===== config.mk =====
export PLATFORM = sky130hd
export DESIGN_NAME = piston_position_controller_unit_flat
export DESIGN_NICKNAME = d
export VERILOG_FILES = /design/src/hdl/ppc_pkg.sv /design/src/hdl/ppc_channels.sv /design/src/hdl/ppc_csr.sv /design/src/hdl/ppc_engine.sv /design/src/hdl/piston_position_controller_unit.sv /design/src/flat_wrapper.sv
export SDC_FILE = /design/constraint.sdc
export NUM_CORES = 1
export LEC_CHECK = 0
export BUFFER_PORTS_ARGS = -buffer_cell sky130_fd_sc_hd__clkbuf_2
export CAP_MARGIN = 40
export CORE_AREA = 2 2 166 168
export DETAILED_ROUTE_END_ITERATION = 6
export DIE_AREA = 0 0 168 170
export PLACE_DENSITY = 0.88
export SLEW_MARGIN = 20
export SYNTH_ARGS = -nofsm -noshare
export SYNTH_HDL_FRONTEND = slang
export SYNTH_SLANG_ARGS = --single-unit

===== constraint.sdc =====
create_clock -name clock -period 11.58 [get_ports clock]
set_clock_uncertainty 0.05 [all_clocks]
set_input_delay 1.158 -clock clock [delete_from_list [all_inputs] [get_ports clock]]
set_output_delay 1.158 -clock clock [all_outputs]
set_load 0.02 [all_outputs]

===== src/hdl/ppc_pkg.sv =====
// ----------------------------------------------------------------------------
// ppc_pkg: piston position controller shared definitions
// Types, codes and drive helpers used by the controller core, the register
// bank and the top level.
// ----------------------------------------------------------------------------
package ppc_pkg;

   // Event codes carried in the func field of an input item
   localparam logic [2:0] FUNC_LOOP      = 3'd0;
   localparam logic [2:0] FUNC_MS_TICK   = 3'd1;
   localparam logic [2:0] FUNC_SEC_TICK  = 3'd2;
   localparam logic [2:0] FUNC_SET_TGT   = 3'd3;
   localparam logic [2:0] FUNC_RESET     = 3'd4;
   localparam logic [2:0] FUNC_EMERGENCY = 3'd5;

   // Configuration register indexes
   localparam logic [2:0] CSR_SPEED_LIMIT   = 3'd0;
   localparam logic [2:0] CSR_RESET_SPEED   = 3'd1;
   localparam logic [2:0] CSR_RAMP_STEP     = 3'd2;
   localparam logic [2:0] CSR_DEADBAND      = 3'd3;
   localparam logic [2:0] CSR_TORQUE_HOLD   = 3'd4;
   localparam logic [2:0] CSR_DRIVE_ENABLE  = 3'd5;
   localparam logic [2:0] CSR_WATCHDOG_SEC  = 3'd6;
   localparam logic [2:0] CSR_RESET_SEC     = 3'd7;

   // Reported mode codes
   localparam logic [1:0] MODE_CODE_RESET_OUT = 2'd0;
   localparam logic [1:0] MODE_CODE_REGULATE  = 2'd1;
   localparam logic [1:0] MODE_CODE_EMERGENCY = 2'd2;

   // Fixed plant constants
   localparam logic signed [15:0] INNER_LIMIT = 16'sd5660;
   localparam logic [8:0]         DUTY_MID    = 9'd200;
   localparam logic [8:0]         DUTY_MAX    = 9'd400;
   localparam logic [7:0]         SPEED_MAX   = 8'd200;
   localparam logic [7:0]         HOLD_SAT    = 8'd255;

   // Register reset values
   localparam logic [7:0] SPEED_LIMIT_RST  = 8'd150;
   localparam logic [7:0] RESET_SPEED_RST  = 8'd200;
   localparam logic [7:0] RAMP_STEP_RST    = 8'd2;
   localparam logic [7:0] DEADBAND_RST     = 8'd0;
   localparam logic [7:0] TORQUE_HOLD_RST  = 8'd10;
   localparam logic [7:0] WATCHDOG_SEC_RST = 8'd60;
   localparam logic [7:0] RESET_SEC_RST    = 8'd30;

   typedef enum logic [2:0] {
      MODE_RESET_OUT = 3'b001,
      MODE_REGULATE  = 3'b010,
      MODE_EMERGENCY = 3'b100
   } ppc_mode_type;

   typedef struct packed {
      logic [7:0] speed_limit;
      logic [7:0] reset_speed;
      logic [7:0] ramp_step;
      logic [7:0] deadband;
      logic [7:0] torque_hold_ticks;
      logic       drive_enable;
      logic [7:0] watchdog_seconds;
      logic [7:0] reset_seconds;
   } ppc_cfg_type;

   typedef struct packed {
      logic [2:0]  func;
      logic        sensor_a;
      logic        sensor_b;
      logic [15:0] target_raw;
   } ppc_item_type;

   typedef struct packed {
      logic [8:0]         drive_duty;
      logic               torque_on;
      logic signed [15:0] position_count;
      logic [1:0]         mode;
      logic               at_out_stop;
      logic               at_in_stop;
      logic signed [15:0] position_error;
   } ppc_result_type;

   typedef struct packed {
      logic [8:0] duty;
      logic       torque;
      logic [7:0] hold;
   } ppc_drive_type;

   // Map the one-hot mode to its reported code
   function automatic logic [1:0] ppc_mode_code(input ppc_mode_type mode);
      logic [1:0] code;
      unique case (mode)
         MODE_REGULATE:  code = MODE_CODE_REGULATE;
         MODE_EMERGENCY: code = MODE_CODE_EMERGENCY;
         default:        code = MODE_CODE_RESET_OUT;
      endcase
      return code;
   endfunction

   // Quadrature step: +1, -1 or no count as a 16-bit increment
   function automatic logic [15:0] ppc_quad_step(input logic [1:0] last,
                                                 input logic [1:0] now);
      logic [15:0] inc;
      inc = 16'd0;
      unique case (last)
         2'd0: if (now == 2'd1) inc = 16'hFFFF; else if (now == 2'd2) inc = 16'd1;
         2'd1: if (now == 2'd3) inc = 16'hFFFF; else if (now == 2'd0) inc = 16'd1;
         2'd2: if (now == 2'd0) inc = 16'hFFFF; else if (now == 2'd3) inc = 16'd1;
         default: if (now == 2'd1) inc = 16'd1; else if (now == 2'd2) inc = 16'hFFFF;
      endcase
      return inc;
   endfunction

   // Stop update: snap to midpoint, release torque after the hold delay
   function automatic ppc_drive_type ppc_stop(input ppc_drive_type cur,
                                              input logic [7:0] hold_ticks);
      ppc_drive_type nxt;
      nxt = cur;
      if (cur.duty != DUTY_MID) begin
         nxt.duty   = DUTY_MID;
         nxt.torque = 1'b1;
      end
      if (cur.hold > hold_ticks) begin
         nxt.torque = 1'b0;
      end else if (cur.hold != HOLD_SAT) begin
         nxt.hold = cur.hold + 8'd1;
      end
      return nxt;
   endfunction

   // Drive update: stop at end stops or with the drive disabled, otherwise slew toward the wanted duty
   function automatic ppc_drive_type ppc_cmd(input ppc_drive_type cur,
                                             input logic [8:0] want,
                                             input ppc_cfg_type cfg,
                                             input logic out_stop,
                                             input logic in_stop);
      ppc_drive_type     nxt;
      logic signed [10:0] diff;
      logic signed [10:0] step;
      logic [10:0]        sum;
      nxt  = cur;
      diff = $signed({2'b00, want}) - $signed({2'b00, cur.duty});
      step = $signed({3'b000, cfg.ramp_step});
      if (!cfg.drive_enable || (out_stop && want >= DUTY_MID) ||
          (in_stop && want <= DUTY_MID)) begin
         nxt = ppc_stop(cur, cfg.torque_hold_ticks);
      end else if (cur.duty != want) begin
         if (diff > step) begin
            diff = step;
         end else if (diff < -step) begin
            diff = -step;
         end
         sum        = {2'b00, cur.duty} + $unsigned(diff);
         nxt.duty   = sum[8:0];
         nxt.torque = 1'b1;
         nxt.hold   = 8'd0;
      end
      return nxt;
   endfunction

endpackage


===== src/hdl/ppc_channels.sv =====
// ----------------------------------------------------------------------------
// ppc_channels: request and response channel interfaces
// Valid/ready channels carrying controller events in and status items out.
// ----------------------------------------------------------------------------
interface ppc_req_if;
   logic        valid;
   logic        ready;
   logic [2:0]  func;
   logic        sensor_a;
   logic        sensor_b;
   logic [15:0] target_raw;

   modport source (output valid, func, sensor_a, sensor_b, target_raw, input ready);
   modport sink (input valid, func, sensor_a, sensor_b, target_raw, output ready);
endinterface

interface ppc_rsp_if;
   logic               valid;
   logic               ready;
   logic [8:0]         drive_duty;
   logic               torque_on;
   logic signed [15:0] position_count;
   logic [1:0]         mode;
   logic               at_out_stop;
   logic               at_in_stop;
   logic signed [15:0] position_error;

   modport source (output valid, drive_duty, torque_on, position_count, mode,
                   at_out_stop, at_in_stop, position_error, input ready);
   modport sink (input valid, drive_duty, torque_on, position_count, mode,
                 at_out_stop, at_in_stop, position_error, output ready);
endinterface


===== src/hdl/ppc_csr.sv =====
// ----------------------------------------------------------------------------
// ppc_csr: configuration register bank
// Write-only tuning registers; speed offsets above the allowed maximum are
// dropped.
// ----------------------------------------------------------------------------
module ppc_csr (
   input  logic               clock,
   input  logic               reset,
   input  logic               csr_we,
   input  logic [2:0]         csr_index,
   input  logic [7:0]         csr_wdata,
   output ppc_pkg::ppc_cfg_type cfg
);
   import ppc_pkg::*;

   ppc_cfg_type cfg_ff;
   ppc_cfg_type cfg_in;

   // Decode one write into the register image
   always_comb begin
      cfg_in = cfg_ff;
      if (csr_we) begin
         unique case (csr_index)
            CSR_SPEED_LIMIT: if (csr_wdata <= SPEED_MAX) cfg_in.speed_limit = csr_wdata;
            CSR_RESET_SPEED: if (csr_wdata <= SPEED_MAX) cfg_in.reset_speed = csr_wdata;
            CSR_RAMP_STEP:    cfg_in.ramp_step         = csr_wdata;
            CSR_DEADBAND:     cfg_in.deadband          = csr_wdata;
            CSR_TORQUE_HOLD:  cfg_in.torque_hold_ticks = csr_wdata;
            CSR_DRIVE_ENABLE: cfg_in.drive_enable      = csr_wdata[0];
            CSR_WATCHDOG_SEC: cfg_in.watchdog_seconds  = csr_wdata;
            CSR_RESET_SEC:    cfg_in.reset_seconds     = csr_wdata;
            default:          cfg_in = cfg_ff;
         endcase
      end
   end

   // Hold the registers
   always_ff @(posedge clock) begin
      if (reset) begin
         cfg_ff.speed_limit       <= SPEED_LIMIT_RST;
         cfg_ff.reset_speed       <= RESET_SPEED_RST;
         cfg_ff.ramp_step         <= RAMP_STEP_RST;
         cfg_ff.deadband          <= DEADBAND_RST;
         cfg_ff.torque_hold_ticks <= TORQUE_HOLD_RST;
         cfg_ff.drive_enable      <= 1'b1;
         cfg_ff.watchdog_seconds  <= WATCHDOG_SEC_RST;
         cfg_ff.reset_seconds     <= RESET_SEC_RST;
      end else begin
         cfg_ff <= cfg_in;
      end
   end

   assign cfg = cfg_ff;

endmodule


===== src/hdl/ppc_engine.sv =====
// ----------------------------------------------------------------------------
// ppc_engine: controller state and event processing
// Holds the mode machine, position count, target, drive and timers, and
// applies one event per advance. The result reflects the state after it.
// ----------------------------------------------------------------------------
module ppc_engine (
   input  logic                   clock,
   input  logic                   reset,
   input  logic                   advance,
   input  ppc_pkg::ppc_item_type  item,
   input  ppc_pkg::ppc_cfg_type   cfg,
   output ppc_pkg::ppc_result_type result
);
   import ppc_pkg::*;

   ppc_mode_type  mode_ff,       mode_in;
   logic [15:0]   pulse_ff,      pulse_in;
   logic [1:0]    last_sensor_ff, last_sensor_in;
   logic [15:0]   target_ff,     target_in;
   ppc_drive_type drive_ff,      drive_in;
   logic          tick_ff,       tick_in;
   logic [7:0]    wd_ff,         wd_in;
   logic [7:0]    rst_cnt_ff,    rst_cnt_in;
   logic          out_stop_ff,   out_stop_in;
   logic          in_stop_ff,    in_stop_in;
   logic [15:0]   error_ff,      error_in;

   logic [1:0]         now;
   logic [15:0]        pulse_dec;
   logic [15:0]        err;
   logic signed [16:0] err_s;
   logic signed [16:0] db_s;

   assign now       = {item.sensor_b, item.sensor_a};
   assign pulse_dec = pulse_ff + ppc_quad_step(last_sensor_ff, now);
   assign err       = target_ff - pulse_dec;
   assign err_s     = $signed({err[15], err});
   assign db_s      = $signed({9'd0, cfg.deadband});

   // Apply one event
   always_comb begin
      mode_in        = mode_ff;
      pulse_in       = pulse_ff;
      last_sensor_in = last_sensor_ff;
      target_in      = target_ff;
      drive_in       = drive_ff;
      tick_in        = tick_ff;
      wd_in          = wd_ff;
      rst_cnt_in     = rst_cnt_ff;
      out_stop_in    = out_stop_ff;
      in_stop_in     = in_stop_ff;
      error_in       = error_ff;
      if (advance) begin
         unique case (item.func)
            FUNC_LOOP: begin
               // end-stop flags come from the count before this pass
               out_stop_in = ($signed(pulse_ff) <= 16'sd0);
               in_stop_in  = ($signed(pulse_ff) >= INNER_LIMIT);
               unique case (mode_ff)
                  MODE_RESET_OUT: begin
                     if (rst_cnt_ff == 8'd0) begin
                        mode_in        = MODE_REGULATE;
                        last_sensor_in = now;
                        pulse_in       = 16'd0;
                        target_in      = 16'd0;
                        drive_in       = ppc_stop(drive_ff, cfg.torque_hold_ticks);
                     end else begin
                        drive_in = ppc_cmd(drive_ff, DUTY_MID + {1'b0, cfg.reset_speed},
                                           cfg, out_stop_in, in_stop_in);
                     end
                  end
                  MODE_REGULATE: begin
                     pulse_in       = pulse_dec;
                     last_sensor_in = now;
                     if (tick_ff) begin
                        error_in = err;
                        tick_in  = 1'b0;
                        if (err_s > db_s) begin
                           drive_in = ppc_cmd(drive_ff, DUTY_MID - {1'b0, cfg.speed_limit},
                                              cfg, out_stop_in, in_stop_in);
                        end else if (err_s < -db_s) begin
                           drive_in = ppc_cmd(drive_ff, DUTY_MID + {1'b0, cfg.speed_limit},
                                              cfg, out_stop_in, in_stop_in);
                        end else begin
                           drive_in = ppc_stop(drive_ff, cfg.torque_hold_ticks);
                        end
                     end
                  end
                  MODE_EMERGENCY: begin
                     drive_in = ppc_cmd(drive_ff, DUTY_MID + {1'b0, cfg.reset_speed},
                                        cfg, out_stop_in, in_stop_in);
                  end
                  default: begin
                     drive_in = drive_ff;
                  end
               endcase
            end
            FUNC_MS_TICK: begin
               tick_in = 1'b1;
            end
            FUNC_SEC_TICK: begin
               // watchdog expiry drops the target
               if (wd_ff != 8'd0) begin
                  wd_in = wd_ff - 8'd1;
               end else begin
                  target_in = 16'd0;
                  wd_in     = cfg.watchdog_seconds;
               end
               if (mode_ff == MODE_RESET_OUT && rst_cnt_ff != 8'd0) begin
                  rst_cnt_in = rst_cnt_ff - 8'd1;
               end
            end
            FUNC_SET_TGT: begin
               target_in = {item.target_raw[13:0], 2'b00};
               wd_in     = cfg.watchdog_seconds;
            end
            FUNC_RESET: begin
               mode_in    = MODE_RESET_OUT;
               rst_cnt_in = cfg.reset_seconds;
               wd_in      = cfg.watchdog_seconds;
            end
            FUNC_EMERGENCY: begin
               mode_in = MODE_EMERGENCY;
               wd_in   = cfg.watchdog_seconds;
            end
            default: begin
               mode_in = mode_ff;
            end
         endcase
      end
   end

   // Hold the controller state
   always_ff @(posedge clock) begin
      if (reset) begin
         mode_ff         <= MODE_RESET_OUT;
         pulse_ff        <= 16'd0;
         last_sensor_ff  <= 2'd0;
         target_ff       <= 16'd0;
         drive_ff.duty   <= DUTY_MID;
         drive_ff.torque <= 1'b0;
         drive_ff.hold   <= 8'd0;
         tick_ff         <= 1'b0;
         wd_ff           <= WATCHDOG_SEC_RST;
         rst_cnt_ff      <= RESET_SEC_RST;
         out_stop_ff     <= 1'b0;
         in_stop_ff      <= 1'b0;
         error_ff        <= 16'd0;
      end else begin
         mode_ff        <= mode_in;
         pulse_ff       <= pulse_in;
         last_sensor_ff <= last_sensor_in;
         target_ff      <= target_in;
         drive_ff       <= drive_in;
         tick_ff        <= tick_in;
         wd_ff          <= wd_in;
         rst_cnt_ff     <= rst_cnt_in;
         out_stop_ff    <= out_stop_in;
         in_stop_ff     <= in_stop_in;
         error_ff       <= error_in;
      end
   end

   // Report the state after the event
   assign result.drive_duty     = drive_in.duty;
   assign result.torque_on      = drive_in.torque;
   assign result.position_count = $signed(pulse_in);
   assign result.mode           = ppc_mode_code(mode_in);
   assign result.at_out_stop    = out_stop_in;
   assign result.at_in_stop     = in_stop_in;
   assign result.position_error = $signed(error_in);

   // Duty stays within the commanded range
   a_duty_range: assert property (@(posedge clock) disable iff (reset)
      drive_ff.duty <= DUTY_MAX)
      else $error("drive duty out of range");

   // Torque is only released with the drive at midpoint
   a_release_mid: assert property (@(posedge clock) disable iff (reset)
      $fell(drive_ff.torque) |-> drive_ff.duty == DUTY_MID)
      else $error("torque released away from midpoint");

   // A pending tick is consumed only by a regulation pass
   a_tick_consume: assert property (@(posedge clock) disable iff (reset)
      $fell(tick_ff) |-> $past(mode_ff) == MODE_REGULATE && $past(advance))
      else $error("tick cleared outside regulation");

   // State holds between items
   a_state_hold: assert property (@(posedge clock) disable iff (reset)
      !advance |=> $stable(pulse_ff) && $stable(target_ff) && $stable(drive_ff)
                   && $stable(mode_ff))
      else $error("state changed without an item");

endmodule


===== src/hdl/piston_position_controller_unit.sv =====
// ----------------------------------------------------------------------------
// piston_position_controller_unit: piston drive position controller
// Quadrature count, mode machine and slew-limited bang-bang drive, one
// status item returned for every event item.
// ----------------------------------------------------------------------------
//  Channel  Dir  Handshake         Carries
//  req_ch   in   valid/ready       func, sensor_a, sensor_b, target_raw
//  rsp_ch   out  valid/ready       duty, torque, count, mode, stop flags, error
//  csr_*    in   csr_we strobe     register index and 8-bit data
//
//  One item per cycle sustained while the result channel takes results; an
//  item is registered on accept and its result is registered when it advances.
//  The event logic sits between the item register and the result register.
//  Reset is synchronous and clears the valid flags and all controller state at once; no clearing pass.
//  A stalled result holds; one further item is taken into the item register,
//  then req_ch.ready drops until the result is taken.
// ----------------------------------------------------------------------------
module piston_position_controller_unit (
   input  logic       clock,
   input  logic       reset,
   ppc_req_if.sink    req_ch,
   ppc_rsp_if.source  rsp_ch,
   input  logic       csr_we,
   input  logic [2:0] csr_index,
   input  logic [7:0] csr_wdata
);
   import ppc_pkg::*;

   ppc_cfg_type    cfg;
   ppc_item_type   item_ff;
   ppc_result_type result;
   ppc_result_type rsp_ff;
   logic           item_valid_ff, item_valid_in;
   logic           rsp_valid_ff,  rsp_valid_in;
   logic           advance;
   logic           req_take;

   ppc_csr u_csr (
      .clock     (clock),
      .reset     (reset),
      .csr_we    (csr_we),
      .csr_index (csr_index),
      .csr_wdata (csr_wdata),
      .cfg       (cfg)
   );

   ppc_engine u_engine (
      .clock   (clock),
      .reset   (reset),
      .advance (advance),
      .item    (item_ff),
      .cfg     (cfg),
      .result  (result)
   );

   // Advance when an item is held and the result slot is free or draining
   assign advance      = item_valid_ff && (!rsp_valid_ff || rsp_ch.ready);
   assign req_ch.ready = !item_valid_ff || advance;
   assign req_take     = req_ch.valid && req_ch.ready;

   always_comb begin
      item_valid_in = item_valid_ff;
      if (req_take) begin
         item_valid_in = 1'b1;
      end else if (advance) begin
         item_valid_in = 1'b0;
      end
      rsp_valid_in = rsp_valid_ff;
      if (advance) begin
         rsp_valid_in = 1'b1;
      end else if (rsp_ch.ready) begin
         rsp_valid_in = 1'b0;
      end
   end

   // Control flags
   always_ff @(posedge clock) begin
      if (reset) begin
         item_valid_ff <= 1'b0;
         rsp_valid_ff  <= 1'b0;
      end else begin
         item_valid_ff <= item_valid_in;
         rsp_valid_ff  <= rsp_valid_in;
      end
   end

   // Capture the incoming item and the finished result
   always_ff @(posedge clock) begin
      if (req_take) begin
         item_ff.func       <= req_ch.func;
         item_ff.sensor_a   <= req_ch.sensor_a;
         item_ff.sensor_b   <= req_ch.sensor_b;
         item_ff.target_raw <= req_ch.target_raw;
      end
      if (advance) begin
         rsp_ff <= result;
      end
   end

   assign rsp_ch.valid          = rsp_valid_ff;
   assign rsp_ch.drive_duty     = rsp_ff.drive_duty;
   assign rsp_ch.torque_on      = rsp_ff.torque_on;
   assign rsp_ch.position_count = rsp_ff.position_count;
   assign rsp_ch.mode           = rsp_ff.mode;
   assign rsp_ch.at_out_stop    = rsp_ff.at_out_stop;
   assign rsp_ch.at_in_stop     = rsp_ff.at_in_stop;
   assign rsp_ch.position_error = rsp_ff.position_error;

endmodule


===== src/flat_wrapper.sv =====
// flat-port wrapper written by rule: the top's interface ports become plain ports
module piston_position_controller_unit_flat import ppc_pkg::*;
  (clock, reset, csr_we, csr_index, csr_wdata, req_ch_valid, req_ch_func, req_ch_sensor_a, req_ch_sensor_b, req_ch_target_raw, req_ch_ready, rsp_ch_valid, rsp_ch_drive_duty, rsp_ch_torque_on, rsp_ch_position_count, rsp_ch_mode, rsp_ch_at_out_stop, rsp_ch_at_in_stop, rsp_ch_position_error, rsp_ch_ready);
  ppc_req_if req_ch_i ();
  ppc_rsp_if rsp_ch_i ();
  input  logic clock;
  input  logic reset;
  input  logic csr_we;
  input  logic [2:0] csr_index;
  input  logic [7:0] csr_wdata;
  input wire logic [$bits(req_ch_i.valid)-1:0] req_ch_valid;
  input wire logic [$bits(req_ch_i.func)-1:0] req_ch_func;
  input wire logic [$bits(req_ch_i.sensor_a)-1:0] req_ch_sensor_a;
  input wire logic [$bits(req_ch_i.sensor_b)-1:0] req_ch_sensor_b;
  input wire logic [$bits(req_ch_i.target_raw)-1:0] req_ch_target_raw;
  output wire logic [$bits(req_ch_i.ready)-1:0] req_ch_ready;
  output wire logic [$bits(rsp_ch_i.valid)-1:0] rsp_ch_valid;
  output wire logic [$bits(rsp_ch_i.drive_duty)-1:0] rsp_ch_drive_duty;
  output wire logic [$bits(rsp_ch_i.torque_on)-1:0] rsp_ch_torque_on;
  output wire logic [$bits(rsp_ch_i.position_count)-1:0] rsp_ch_position_count;
  output wire logic [$bits(rsp_ch_i.mode)-1:0] rsp_ch_mode;
  output wire logic [$bits(rsp_ch_i.at_out_stop)-1:0] rsp_ch_at_out_stop;
  output wire logic [$bits(rsp_ch_i.at_in_stop)-1:0] rsp_ch_at_in_stop;
  output wire logic [$bits(rsp_ch_i.position_error)-1:0] rsp_ch_position_error;
  input wire logic [$bits(rsp_ch_i.ready)-1:0] rsp_ch_ready;
  assign req_ch_i.valid = req_ch_valid;
  assign req_ch_i.func = req_ch_func;
  assign req_ch_i.sensor_a = req_ch_sensor_a;
  assign req_ch_i.sensor_b = req_ch_sensor_b;
  assign req_ch_i.target_raw = req_ch_target_raw;
  assign req_ch_ready = req_ch_i.ready;
  assign rsp_ch_valid = rsp_ch_i.valid;
  assign rsp_ch_drive_duty = rsp_ch_i.drive_duty;
  assign rsp_ch_torque_on = rsp_ch_i.torque_on;
  assign rsp_ch_position_count = rsp_ch_i.position_count;
  assign rsp_ch_mode = rsp_ch_i.mode;
  assign rsp_ch_at_out_stop = rsp_ch_i.at_out_stop;
  assign rsp_ch_at_in_stop = rsp_ch_i.at_in_stop;
  assign rsp_ch_position_error = rsp_ch_i.position_error;
  assign rsp_ch_i.ready = rsp_ch_ready;
  piston_position_controller_unit u_core (.clock(clock), .reset(reset), .req_ch(req_ch_i), .rsp_ch(rsp_ch_i), .csr_we(csr_we), .csr_index(csr_index), .csr_wdata(csr_wdata));
endmodule

* Word-level counts from Yosys, hierarchy flattened
Cells that the tools add are included.
** Operators by class
- Mux-type cells :: 91
- Add/subtract/negate cells :: 17
- Equality and inequality tests :: 38
- $lt $le $gt $ge :: 18
- Reduce and logical (&&, ||, !) cells :: 50
** Operators by type and width (count)
- 9-bit 2-to-1 mux :: 30
- 18-bit 2-to-1 mux :: 14
- 16-bit 2-to-1 mux :: 15
- 16-bit one-hot mux with 3 select lines :: 2
- 18-bit one-hot mux with 3 select lines :: 1
- 9-bit adder :: 4
- 10-bit by 11-bit less-than comparator with 1-bit output :: 3
- 8-bit 2-to-1 mux :: 4
- 16-bit one-hot mux with 2 select lines :: 1
- 8-bit one-hot mux with 2 select lines :: 2
- 10-bit by 9-bit > comparator with 1-bit output :: 3
- 9-bit by 9-bit subtractor with 10-bit output :: 3
- 9-bit by 8-bit greater-or-equal comparator with 1-bit output (second input constant) :: 3
- 9-bit by 8-bit <= comparator with 1-bit output (second input constant) :: 3
- 9-bit != test :: 3
- 3-bit equality test (second input constant) :: 8
- 8-bit by 8-bit adder with 9-bit output (first input constant) :: 2
- 3-bit by 2-bit equality test with 1-bit output (second input constant) :: 6
- 16-bit by 17-bit less-than comparator with 1-bit output :: 1
- 8-bit negation with 17-bit output :: 1
- 16-bit adder :: 1
- 16-bit by 14-bit greater-or-equal comparator with 1-bit output (second input constant) :: 1
- 16-bit by 9-bit > comparator with 1-bit output :: 1
- 16-bit by 1-bit <= comparator with 1-bit output (second input constant) :: 1
- 39 further kinds :: 101
** Word-level totals
- Input bits :: 37
- Word-level logic and storage cells :: 248
- Flip-flop bits (word level) :: 214

* Logic depth before layout (Yosys ltp)
Gate-level depths: netlist of run 1.
- Depth after elaboration :: 22
- Mapped depth :: 38

* Hierarchy
From an unflattened synthesis of run 1, not the netlist that was laid out.
** Unflattened totals
- Cells, all modules :: 1938
- Area, all modules :: 16309.4 um^2
** Modules (own cells, without submodules)
- ppc_engine :: cells each 1605, area an instance 11873.9 um^2, instances 1
- ppc_csr :: cells each 256, area an instance 2319.7 um^2, instances 1
- piston_position_controller_unit :: cells each 77, area an instance 2115.8 um^2, instances 1

* Worst setup path after synthesis of run 1
OpenSTA, ideal clock, no wires.
- Path kind :: register to register
- Start :: register u_core.u_engine.drive_ff[10] (netlist bit)
- End :: register u_core.u_engine.drive_ff[17] (netlist bit)
- Clock period less this slack :: 6804 ps
- Cell stages (with the launch flop) :: 35
- Setup time :: 74 ps
- Data arrival time :: 6679 ps
- Required time :: 11456 ps
- Setup slack :: 4776 ps
- Path buffers :: 1
- Cell sequence :: dfxtp_1 inv_1 ha_1 nor2b_1 o21ai_0 a21boi_0 o21ai_0 a21boi_0 o21ai_0 and3_1 nor2_1 ha_1 o21a_1 o21ai_0 nand2_1 a21oi_1 o22ai_1 clkbuf_1 o21ai_0 nand2_1 o21ai_0 ha_1 nor2b_1 o21ai_0 nand2b_1 a21o_1 a21o_1 a21o_1 a21o_1 nor2_1 or4b_2 a211oi_1 a31oi_1 o31a_1 a31oi_2
** Between the ends
- Longest elaborated chain between the ends :: 21
- Elaborated cells on any way between the ends :: 63
- Classes of those cells :: add/sub (7); order compare (6); eq/ne (4); mux (46)
** Ends and longest elaborated chain
- start: declaration :: RTL line ppc_engine.sv:20 : ppc_drive_type drive_ff, drive_in;
- start signal: assignment :: RTL line ppc_engine.sv:154 : drive_ff <= drive_in;
- 9-bit by 9-bit subtractor with 10-bit output :: RTL line ppc_pkg.sv:140 : diff = $signed({2'b00, want}) - $signed({2'b00, cur.duty});
- 10-bit by 11-bit less-than comparator with 1-bit output :: RTL line ppc_pkg.sv:148 : end else if (diff < -step) begin
- 9-bit 2-to-1 mux :: RTL line ppc_pkg.sv:148
- 9-bit 2-to-1 mux :: RTL line ppc_pkg.sv:146 : if (diff > step) begin
- 9-bit 2-to-1 mux :: RTL line ppc_pkg.sv:145 : end else if (cur.duty != want) begin
- 9-bit 2-to-1 mux :: RTL line ppc_pkg.sv:142 : if (!cfg.drive_enable || (out_stop && want >= DUTY_MID) ||
- 9-bit 2-to-1 mux :: RTL line ppc_engine.sv:81 : end else if (err_s < -db_s) begin
- 9-bit 2-to-1 mux :: RTL line ppc_engine.sv:78 : if (err_s > db_s) begin
- [... 5 more ...]
- 18-bit 2-to-1 mux :: RTL line ppc_pkg.sv:145
- 18-bit 2-to-1 mux :: RTL line ppc_pkg.sv:142
- 18-bit 2-to-1 mux :: RTL line ppc_engine.sv:81
- 18-bit 2-to-1 mux :: RTL line ppc_engine.sv:78
- 18-bit 2-to-1 mux :: RTL line ppc_engine.sv:75 : if (tick_ff) begin
- 18-bit one-hot mux with 3 select lines (*) :: RTL line ppc_engine.sv:59 : unique case (mode_ff)
- 18-bit 2-to-1 mux (*) :: RTL line ppc_engine.sv:54 : unique case (item.func)
- 18-bit 2-to-1 mux (*) :: RTL line ppc_engine.sv:53 : if (advance) begin
Mark *: on every way between the ends. The rest lies on a longest branch, timed or not. The select of a mux whose other input is x is not followed.
A chain may end at the register's enable or synchronous reset.

==> results of run 1 <==
cells by family after synthesis:
group                    count (synthesis)  synth area share (%)
XOR/XNOR                                83                  4.65
AO/OA/AOI/OAI                          516                  21.3
buffers and inverters                  203                  4.96
multiplexers                            59                  3.92
adder cells (fa/ha/maj)                181                  14.5
flip-flops                             212                  30.7
AND/OR/NAND/NOR                        657                  20.0
registers in the layout, indices dropped and copies added, names as in the netlist, 3 cells and up:
signal                        count
u_core.u_engine.target_ff        14
u_core.u_engine.mode_ff           3
u_core.u_engine.wd_ff             8
u_core.rsp_ch.position_count     16
u_core.u_engine.error_ff         16
u_core.u_engine.pulse_ff         16
u_core.u_engine.rst_cnt_ff        8
u_core.rsp_ch.drive_duty          9
u_core.u_csr.cfg                 57
u_core.rsp_ch.position_error     16
u_core.item_ff                   19
u_core.u_engine.drive_ff         18
metrics by stage:
step	setup slack [ns]	hold WS [ns]
global route	3.11	0.430
floorplan	4.78	0.386
detailed placement	3.85	0.405
global placement	3.96	0.394
finish	3.65	0.409
CTS	3.80	0.413
layout make-up:
| type | instances | area [um2] | area share [%] |
|---|---|---|---|
| Antenna cell | 1 | 2.50 | 0.0144 |
| Clock buffer | 29 | 608 | 3.51 |
| Clock inverter | 10 | 110 | 0.635 |
| Inverter | 123 | 462 | 2.66 |
| Multi-Input combinational cell | 1496 | 10300 | 59.2 |
| Sequential cell | 212 | 4890 | 28.2 |
| Tap cell | 341 | 427 | 2.46 |
| Timing Repair Buffer | 102 | 576 | 3.32 |
layer usage:
| metal | track usage (%) | vias to the layer above | routed length [um] |
|---|---|---|---|
| met5 | 0 | - | 13 |
| met4 | 11.1 | 2 | 1660 |
| met1 | 39.6 | 6977 | 18700 |
| met2 | 50.5 | 745 | 20300 |
| met3 | 6.07 | 154 | 4280 |
| li1 | - | 6982 | - |
synthesized netlist by cell type (23+ instances only):
cell and number:
edfxtp_1 65, inv_1 122, dfxtp_1 147, a21o_1 29, ha_1 170, a21oi_1 128, and2_1 50, o21a_1 43
o21ai_0 112, nand2_1 188, a31oi_1 23, nor2_1 178, nor2b_1 32, clkbuf_1 60, nand2b_1 26, nand3_1 40
nor3_1 34, xnor2_1 60, mux2i_1 41
report_power, final:
| group | switching, W | internal, W | total (W) |
|---|---|---|---|
| Clock | 0.000295 | 0.000416 | 0.000711 |
| Combinational | 0.000233 | 0.000146 | 0.000379 |
| Sequential | 0.0000129 | 0.000782 | 0.000795 |
worst register-to-register path, delay by kind of cell, from the launching register on:
family / cells / cell delay (ns)
flops: 1 / 0.69
buf+inv: 2 / 0.59
compound gates: 19 / 3.49
simple gates: 9 / 1.89
fa+ha+maj: 3 / 1.09
final timing paths:
| path | from | end | cells after the start |
|---|---|---|---|
| worst max-delay path | u_core.u_engine.drive_ff[10]$_SDFF_PP0_ | u_core.rsp_ch.drive_duty[8]$_DFFE_PP_ | 33 |
| worst min-delay path | u_core.u_csr.cfg[6]$_SDFFE_PP0P_ | u_core.u_csr.cfg[6]$_SDFFE_PP0P_ | 2 |
| worst max register to register | u_core.u_engine.drive_ff[10]$_SDFF_PP0_ | u_core.rsp_ch.drive_duty[8]$_DFFE_PP_ | 33 |
| worst min register to register | u_core.u_csr.cfg[6]$_SDFFE_PP0P_ | u_core.u_csr.cfg[6]$_SDFFE_PP0P_ | 2 |
==> qor.csv, run 1 <==
stage;metric;value;unit
yosys;post-synthesis register bit count;212;
floorplanning;DIE WIDTH;168;um
clock_network;CTS tree;yes;
sta;final hold vios;0;
power;total power density per cell area;109;mW/mm2
yosys;Syn Nets;2125;
clock_network;Worst-path clk slew;0.06;ns
sta;crit path time final;7.93;ns
detailed_routing;Vias;14900;
yosys;sequential share of the synthesized area;30.7;%
worst_hold_path;worst hold-check path type;reg -> reg;
sta;RSZ-0062 raised after global routing;false;
clock_network;post-CTS resize count;0;
detailed_routing;vias per cell;6.42;
critical_path;Critical-path top delay cell;dfxtp_1;
critical_path;Crit path max-delay family;compound AO/OA/AOI/OAI gates;
yosys;ys flop type;dfxtp_1;
power;Max VDD drop;0.0972;mV
place;# port buffers;82;
layout;# nets final;2171;
yosys;top cell type's share of synthesized area;18.5;%
sta;setup_tns;0;ns
layout;Layout Cells excl Fill;2314;
critical_path;WP data required;11.90;ns
detailed_routing;final wirelength;44.9;mm
yosys;synth top area cells;dfxtp_1 18%, ha_1 13%, edfxtp_1 12%;
sta;Slew Viols, Final;0;
layout;most frequent cells in the layout;188 x nand2_1, 178 x nor2_1, 170 x ha_1;
global_route;grt ovf;0;
place;Placed Cells;2274;
critical_path;Setup CP Type;reg -> reg;
yosys;syn avg cell area;8.34;um2
place;Detailed Place HPWL;34.3;mm
floorplanning;Die H;170;um
critical_path;Worst setup EP type;flop;
global_route;first-pass GRT wire length;70.9;mm
floorplanning;FP Rows;60;
clock_network;Clk Tree Root Cell;clkbuf_16;
place;final RePlAce weighted congestion;0.981;
yosys;Mapped Area;0.0159;mm2
clock_network;cts hold-fix bufs;0;
detailed_routing;ANT nets after route;0;
critical_path;most used cell, CP;o21ai_0;
power;leak pwr;7.14;nW
layout;Layout fillers;2153;
clock_network;# Post-CTS Setup Buffers;0;
sta;Final Setup Violations;0;
sta;highest achievable clock rate;126;MHz
layout;Final Cell Area;0.0173;mm2
critical_path;Critical Path AT;8.25;ns
yosys;Synth area leader;dfxtp_1;
layout;layout cells sized above 1;9.58;%
yosys;EDFF count, synth;65;
global_route;Total GRT Usage;30.5;%
outcome;run status;complete, no violations;
yosys;Syn. warnings;0;
flow_run;max_cap viols;0;
layout;Util after Layout;65.0;%
critical_path;CP peak stage delay;0.69;ns
layout;P&R area growth vs syn;8.79;%
sta;Max-Slew Margin vs Limit;39.4;%
global_route;vias in the first global route;14200;
sta;Worst Tran Pin Value;0.899;ns
critical_path;CP Launch Type;flop;
detailed_routing;DRC Markers;0;
global_route;antenna violations before repair;2;
global_route;largest net degree at the start of global routing;74;
clock_network;clock sinks;212;
floorplanning;starting density of the core;59.8;%
detailed_routing;wire per inst;19.4;um
clock_network;Skew-Pair Late Insertion Delay;0.51;ns
yosys;Mapped Cells;1911;
layout;commonest non-fill, non-tap cell in the layout;nand2_1;
critical_path;flop-to-flop setup slack;3.65;ns
clock_network;H-Tree Depth;1;
critical_path;Crit Path Max Fanout;19;
floorplanning;full die area;0.0286;mm2
sta;period utilization;68.5;%
yosys;FFs w/ async S/R, synth;0;%
yosys;post-synth cell types;101;
floorplanning;I/O Pins;85;
place;Placed Area;0.0166;mm2
detailed_routing;first drt pass iteration count;6;
critical_path;WP buf/inv;2;
clock_network;CTS max path bufs;3;
power;total chip power;0.00188;W
detailed_routing;drt initial violations;1476;
floorplanning;core area;0.0267;mm2
clock_network;cts bufs inserted;22;
Power figures use the tool's default switching activity.
==> run 2: changes to the inputs <==
--- a/config.mk
+++ b/config.mk
@@ -5,12 +5,13 @@
 export SDC_FILE = /design/constraint.sdc
 export NUM_CORES = 1
 export LEC_CHECK = 0
+export ABC_AREA = 1
 export BUFFER_PORTS_ARGS = -buffer_cell sky130_fd_sc_hd__clkbuf_2
 export CAP_MARGIN = 40
-export CORE_AREA = 2 2 166 168
+export CORE_AREA = 2 2 169 171
 export DETAILED_ROUTE_END_ITERATION = 6
-export DIE_AREA = 0 0 168 170
-export PLACE_DENSITY = 0.88
+export DIE_AREA = 0 0 171 173
+export PLACE_DENSITY = 0.87
 export SLEW_MARGIN = 20
 export SYNTH_ARGS = -nofsm -noshare
 export SYNTH_HDL_FRONTEND = slang
==> constraint.sdc (replaced) <==
create_clock -name clock -period 7.4 [get_ports clock]
set_clock_uncertainty 0.05 [all_clocks]
set_input_delay 0.74 -clock clock [delete_from_list [all_inputs] [get_ports clock]]
set_output_delay 0.74 -clock clock [all_outputs]
set_load 0.02 [all_outputs]
==> qor.csv, run 2 <==
stage;metric;value;unit;change
outcome;run status;complete, no violations;;
floorplanning;FP Rows;61;;+1.7%
yosys;FFs w/ async S/R, synth;0;%;unchanged
sta;period utilization;90.8;%;+22 points
layout;most frequent cells in the layout;510 x nand2_1, 370 x inv_1, 220 x nor2_1;;
critical_path;Crit Path Max Fanout;9;;-10
sta;Worst Tran Pin Value;0.880;ns;-0.0190 ns
floorplanning;starting density of the core;59.3;%;-0.49 points
critical_path;Critical Path AT;7.06;ns;-1.19 ns
yosys;top cell type's share of synthesized area;18.0;%;-0.51 points
global_route;largest net degree at the start of global routing;65;;-12%
floorplanning;Die H;173;um;+1.8%
floorplanning;DIE WIDTH;171;um;+1.8%
power;total power density per cell area;178;mW/mm2;+64%
power;Max VDD drop;0.215;mV;+120%
critical_path;Critical Path Stages;43;;+30%
global_route;vias in the first global route;15500;;+8.7%
yosys;sequential share of the synthesized area;29.9;%;-0.84 points
yosys;Mapped Cells;2356;;+23%
detailed_routing;DRC Markers;0;;unchanged
clock_network;cts bufs inserted;23;;+4.5%
yosys;EDFF count, synth;65;;unchanged
critical_path;worst r2r path cells;43;;+30%
worst_hold_path;worst hold-check path type;in -> reg;;
sta;Min Hold Slack;0.352;ns;-0.0572 ns
global_route;first-pass GRT wire length;78.3;mm;+10%
yosys;ys flop type;dfxtp_1;;
sta;Final Setup Violations;0;;unchanged
clock_network;Skew-Pair Late Insertion Delay;0.52;ns;about the same
yosys;post-synth cell types;57;;-44%
floorplanning;full die area;0.0296;mm2;+3.6%
clock_network;clock sinks;212;;unchanged
yosys;post-synthesis register bit count;212;;unchanged
detailed_routing;wire per inst;17.4;um;-10%
floorplanning;core area;0.0276;mm2;+3.7%
clock_network;CTS tree;yes;;
yosys;Synth area leader;dfxtp_1;;
critical_path;Setup CP Type;reg -> reg;;
critical_path;most used cell, CP;nand2_1;;
power;total chip power;0.00322;W;+71%
yosys;Syn. warnings;0;;unchanged
clock_network;Worst-path clk slew;0.06;ns;about the same
place;final RePlAce weighted congestion;1.02;;+3.9%
yosys;syn avg cell area;6.95;um2;-17%
sta;Max-Slew Margin vs Limit;40.6;%;+1.2 points
critical_path;Worst setup EP type;flop;;
global_route;Total GRT Usage;32.8;%;+2.3 points
layout;layout cells sized above 1;7.56;%;-2.0 points
clock_network;cts hold-fix bufs;0;;unchanged
place;Detailed Place HPWL;38.3;mm;+12%
detailed_routing;first drt pass iteration count;6;;unchanged
clock_network;H-Tree Depth;1;;unchanged
global_route;grt ovf;0;;unchanged
sta;setup_tns;0;ns;unchanged
power;leak pwr;8.94;nW;+25%
sta;highest achievable clock rate;149;MHz;+18%
layout;P&R area growth vs syn;10.3;%;
layout;Diodes inserted;0;;-1
clock_network;CTS max path bufs;3;;unchanged
detailed_routing;Vias;16500;;+11%
detailed_routing;drt initial violations;1566;;+6.1%
critical_path;Crit path max-delay family;simple AND/OR/NAND/NOR gates;;
sta;Slew Viols, Final;0;;unchanged
detailed_routing;Post-Route M1 WL;20.9;mm;+12%
layout;# nets final;2658;;+22%
clock_network;post-CTS resize count;0;;unchanged
detailed_routing;met3 WL;3.67;mm;-14%
layout;commonest non-fill, non-tap cell in the layout;nand2_1;;
yosys;Mapped Area;0.0164;mm2;+2.8%
detailed_routing;final wirelength;49.4;mm;+9.9%
critical_path;CP Launch Type;flop;;
yosys;top post-synthesis cells by count;510 x nand2_1, 371 x inv_1, 221 x nor2_1;;
critical_path;CP peak stage delay;0.57;ns;-0.12 ns
detailed_routing;vias per cell;5.81;;-9.5%
critical_path;Critical-path top delay cell;dfxtp_1;;
critical_path;WP data required;7.74;ns;-4.16 ns
yosys;most frequent cell after synthesis;nand2_1;;
detailed_routing;WL met2;22.8;mm;+12%
floorplanning;I/O Pins;85;;unchanged
global_route;antenna violations before repair;0;;-2
sta;crit path time final;6.72;ns;-1.21 ns
place;# port buffers;82;;unchanged
flow_run;max_cap viols;0;;unchanged
detailed_routing;ANT nets after route;0;;unchanged
sta;RSZ-0062 raised after global routing;false;;
clock_network;# Post-CTS Setup Buffers;0;;unchanged
sta;final hold vios;0;;unchanged
yosys;synth top area cells;dfxtp_1 18%, ha_1 13%, edfxtp_1 12%;;
layout;max reg flops;57;;unchanged
worst_hold_path;Hold Path Stages;1;;-1
clock_network;Clk Tree Root Cell;clkbuf_16;;
critical_path;WP buf/inv;5;;+3
yosys;Syn Nets;2570;;+21%
detailed_routing;Top Metal Used;met4;;
## run 2: changes by cell type in the layout (fill, tap and decap cells not counted), moves of 42 or more
cell,delta
nand2_1,+322
inv_1,+249
nand3_1,+112
and2_1,-46
a21oi_1,+43
xnor2_1,-43
nor2_1,+42
## run 2: report_power, final
part | internal [W] | switching (W) | leakage (nW)
clock | 0.000661 | 0.000472 | 0.349
combinational | 0.000284 | 0.000550 | 6.78
sequential | 0.00123 | 0.0000226 | 1.81
total | 0.00218 | 0.00104 | 8.94
## run 2: cell families (layout without fill, tap and decap cells)
group                      after synthesis  after routing  synth area share (%)
AOI/OAI and AO/OA                      465            465                  16.4
xor gates and xnor gates                74             74                  3.96
adders and majority gates              177            177                  13.8
buffers and inverters                  422            526                  9.69
DFF                                    212            212                  29.9
muxes                                    1              1                0.0611
and+or+nand+nor                       1005           1005                  26.2
## run 2: layout make-up
class | count | area, um2
Inverter | 380 | 1430
Multi-Input combinational cell | 1722 | 9920
Fill cell | 2393 | 9560
Timing Repair Buffer | 105 | 618
Clock buffer | 30 | 622
Tap cell | 378 | 473
Sequential cell | 212 | 4890
Clock inverter | 11 | 113
## run 2: final timing paths
check | startpoint | end | slack (ns)
worst max-delay path | u_core.u_engine.drive_ff[12]$_SDFF_PP1_ | u_core.rsp_ch.drive_duty[8]$_DFFE_PP_ | 0.68
worst min register to register | u_core.u_csr.cfg[11]$_SDFFE_PP1P_ | u_core.u_csr.cfg[11]$_SDFFE_PP1P_ | 0.40
worst min-delay path | req_ch_target_raw[3] | u_core.item_ff[3]$_DFFE_PP_ | 0.35
worst max register to register | u_core.u_engine.drive_ff[12]$_SDFF_PP1_ | u_core.rsp_ch.drive_duty[8]$_DFFE_PP_ | 0.68
## run 2: worst register-to-register path: cells and delay by family, from the launching register on
| kind | cells | cell delay (ns) |
|---|---|---|
| AOI/OAI and AO/OA | 9 | 1.46 |
| xor gates and xnor gates | 1 | 0.25 |
| adders and majority gates | 4 | 1.46 |
| buffers and inverters | 5 | 0.70 |
| DFF | 1 | 0.57 |
| and+or+nand+nor | 24 | 2.12 |
## run 2: through the flow
stage	utilization, %	std cells	cell area (um2)	worst slack [ns]
after floorplan	-	2356	16400	1.49
after global placement	62.4	2792	17200	0.741
after global routing	65.4	2838	18100	0.0181
after detailed placement	62.6	2796	17300	0.604
final	65.4	2838	18100	0.682
after CTS	65.3	2837	18000	0.582
## run 2: layer usage
| layer | GRT usage, % | vias to the layer above |
|---|---|---|
| li1 | - | 8008 |
| met1 | 42.8 | 7591 |
| met2 | 54.5 | 741 |
| met3 | 4.33 | 158 |
| met4 | 13.2 | 0 |
| met5 | 0 | - |
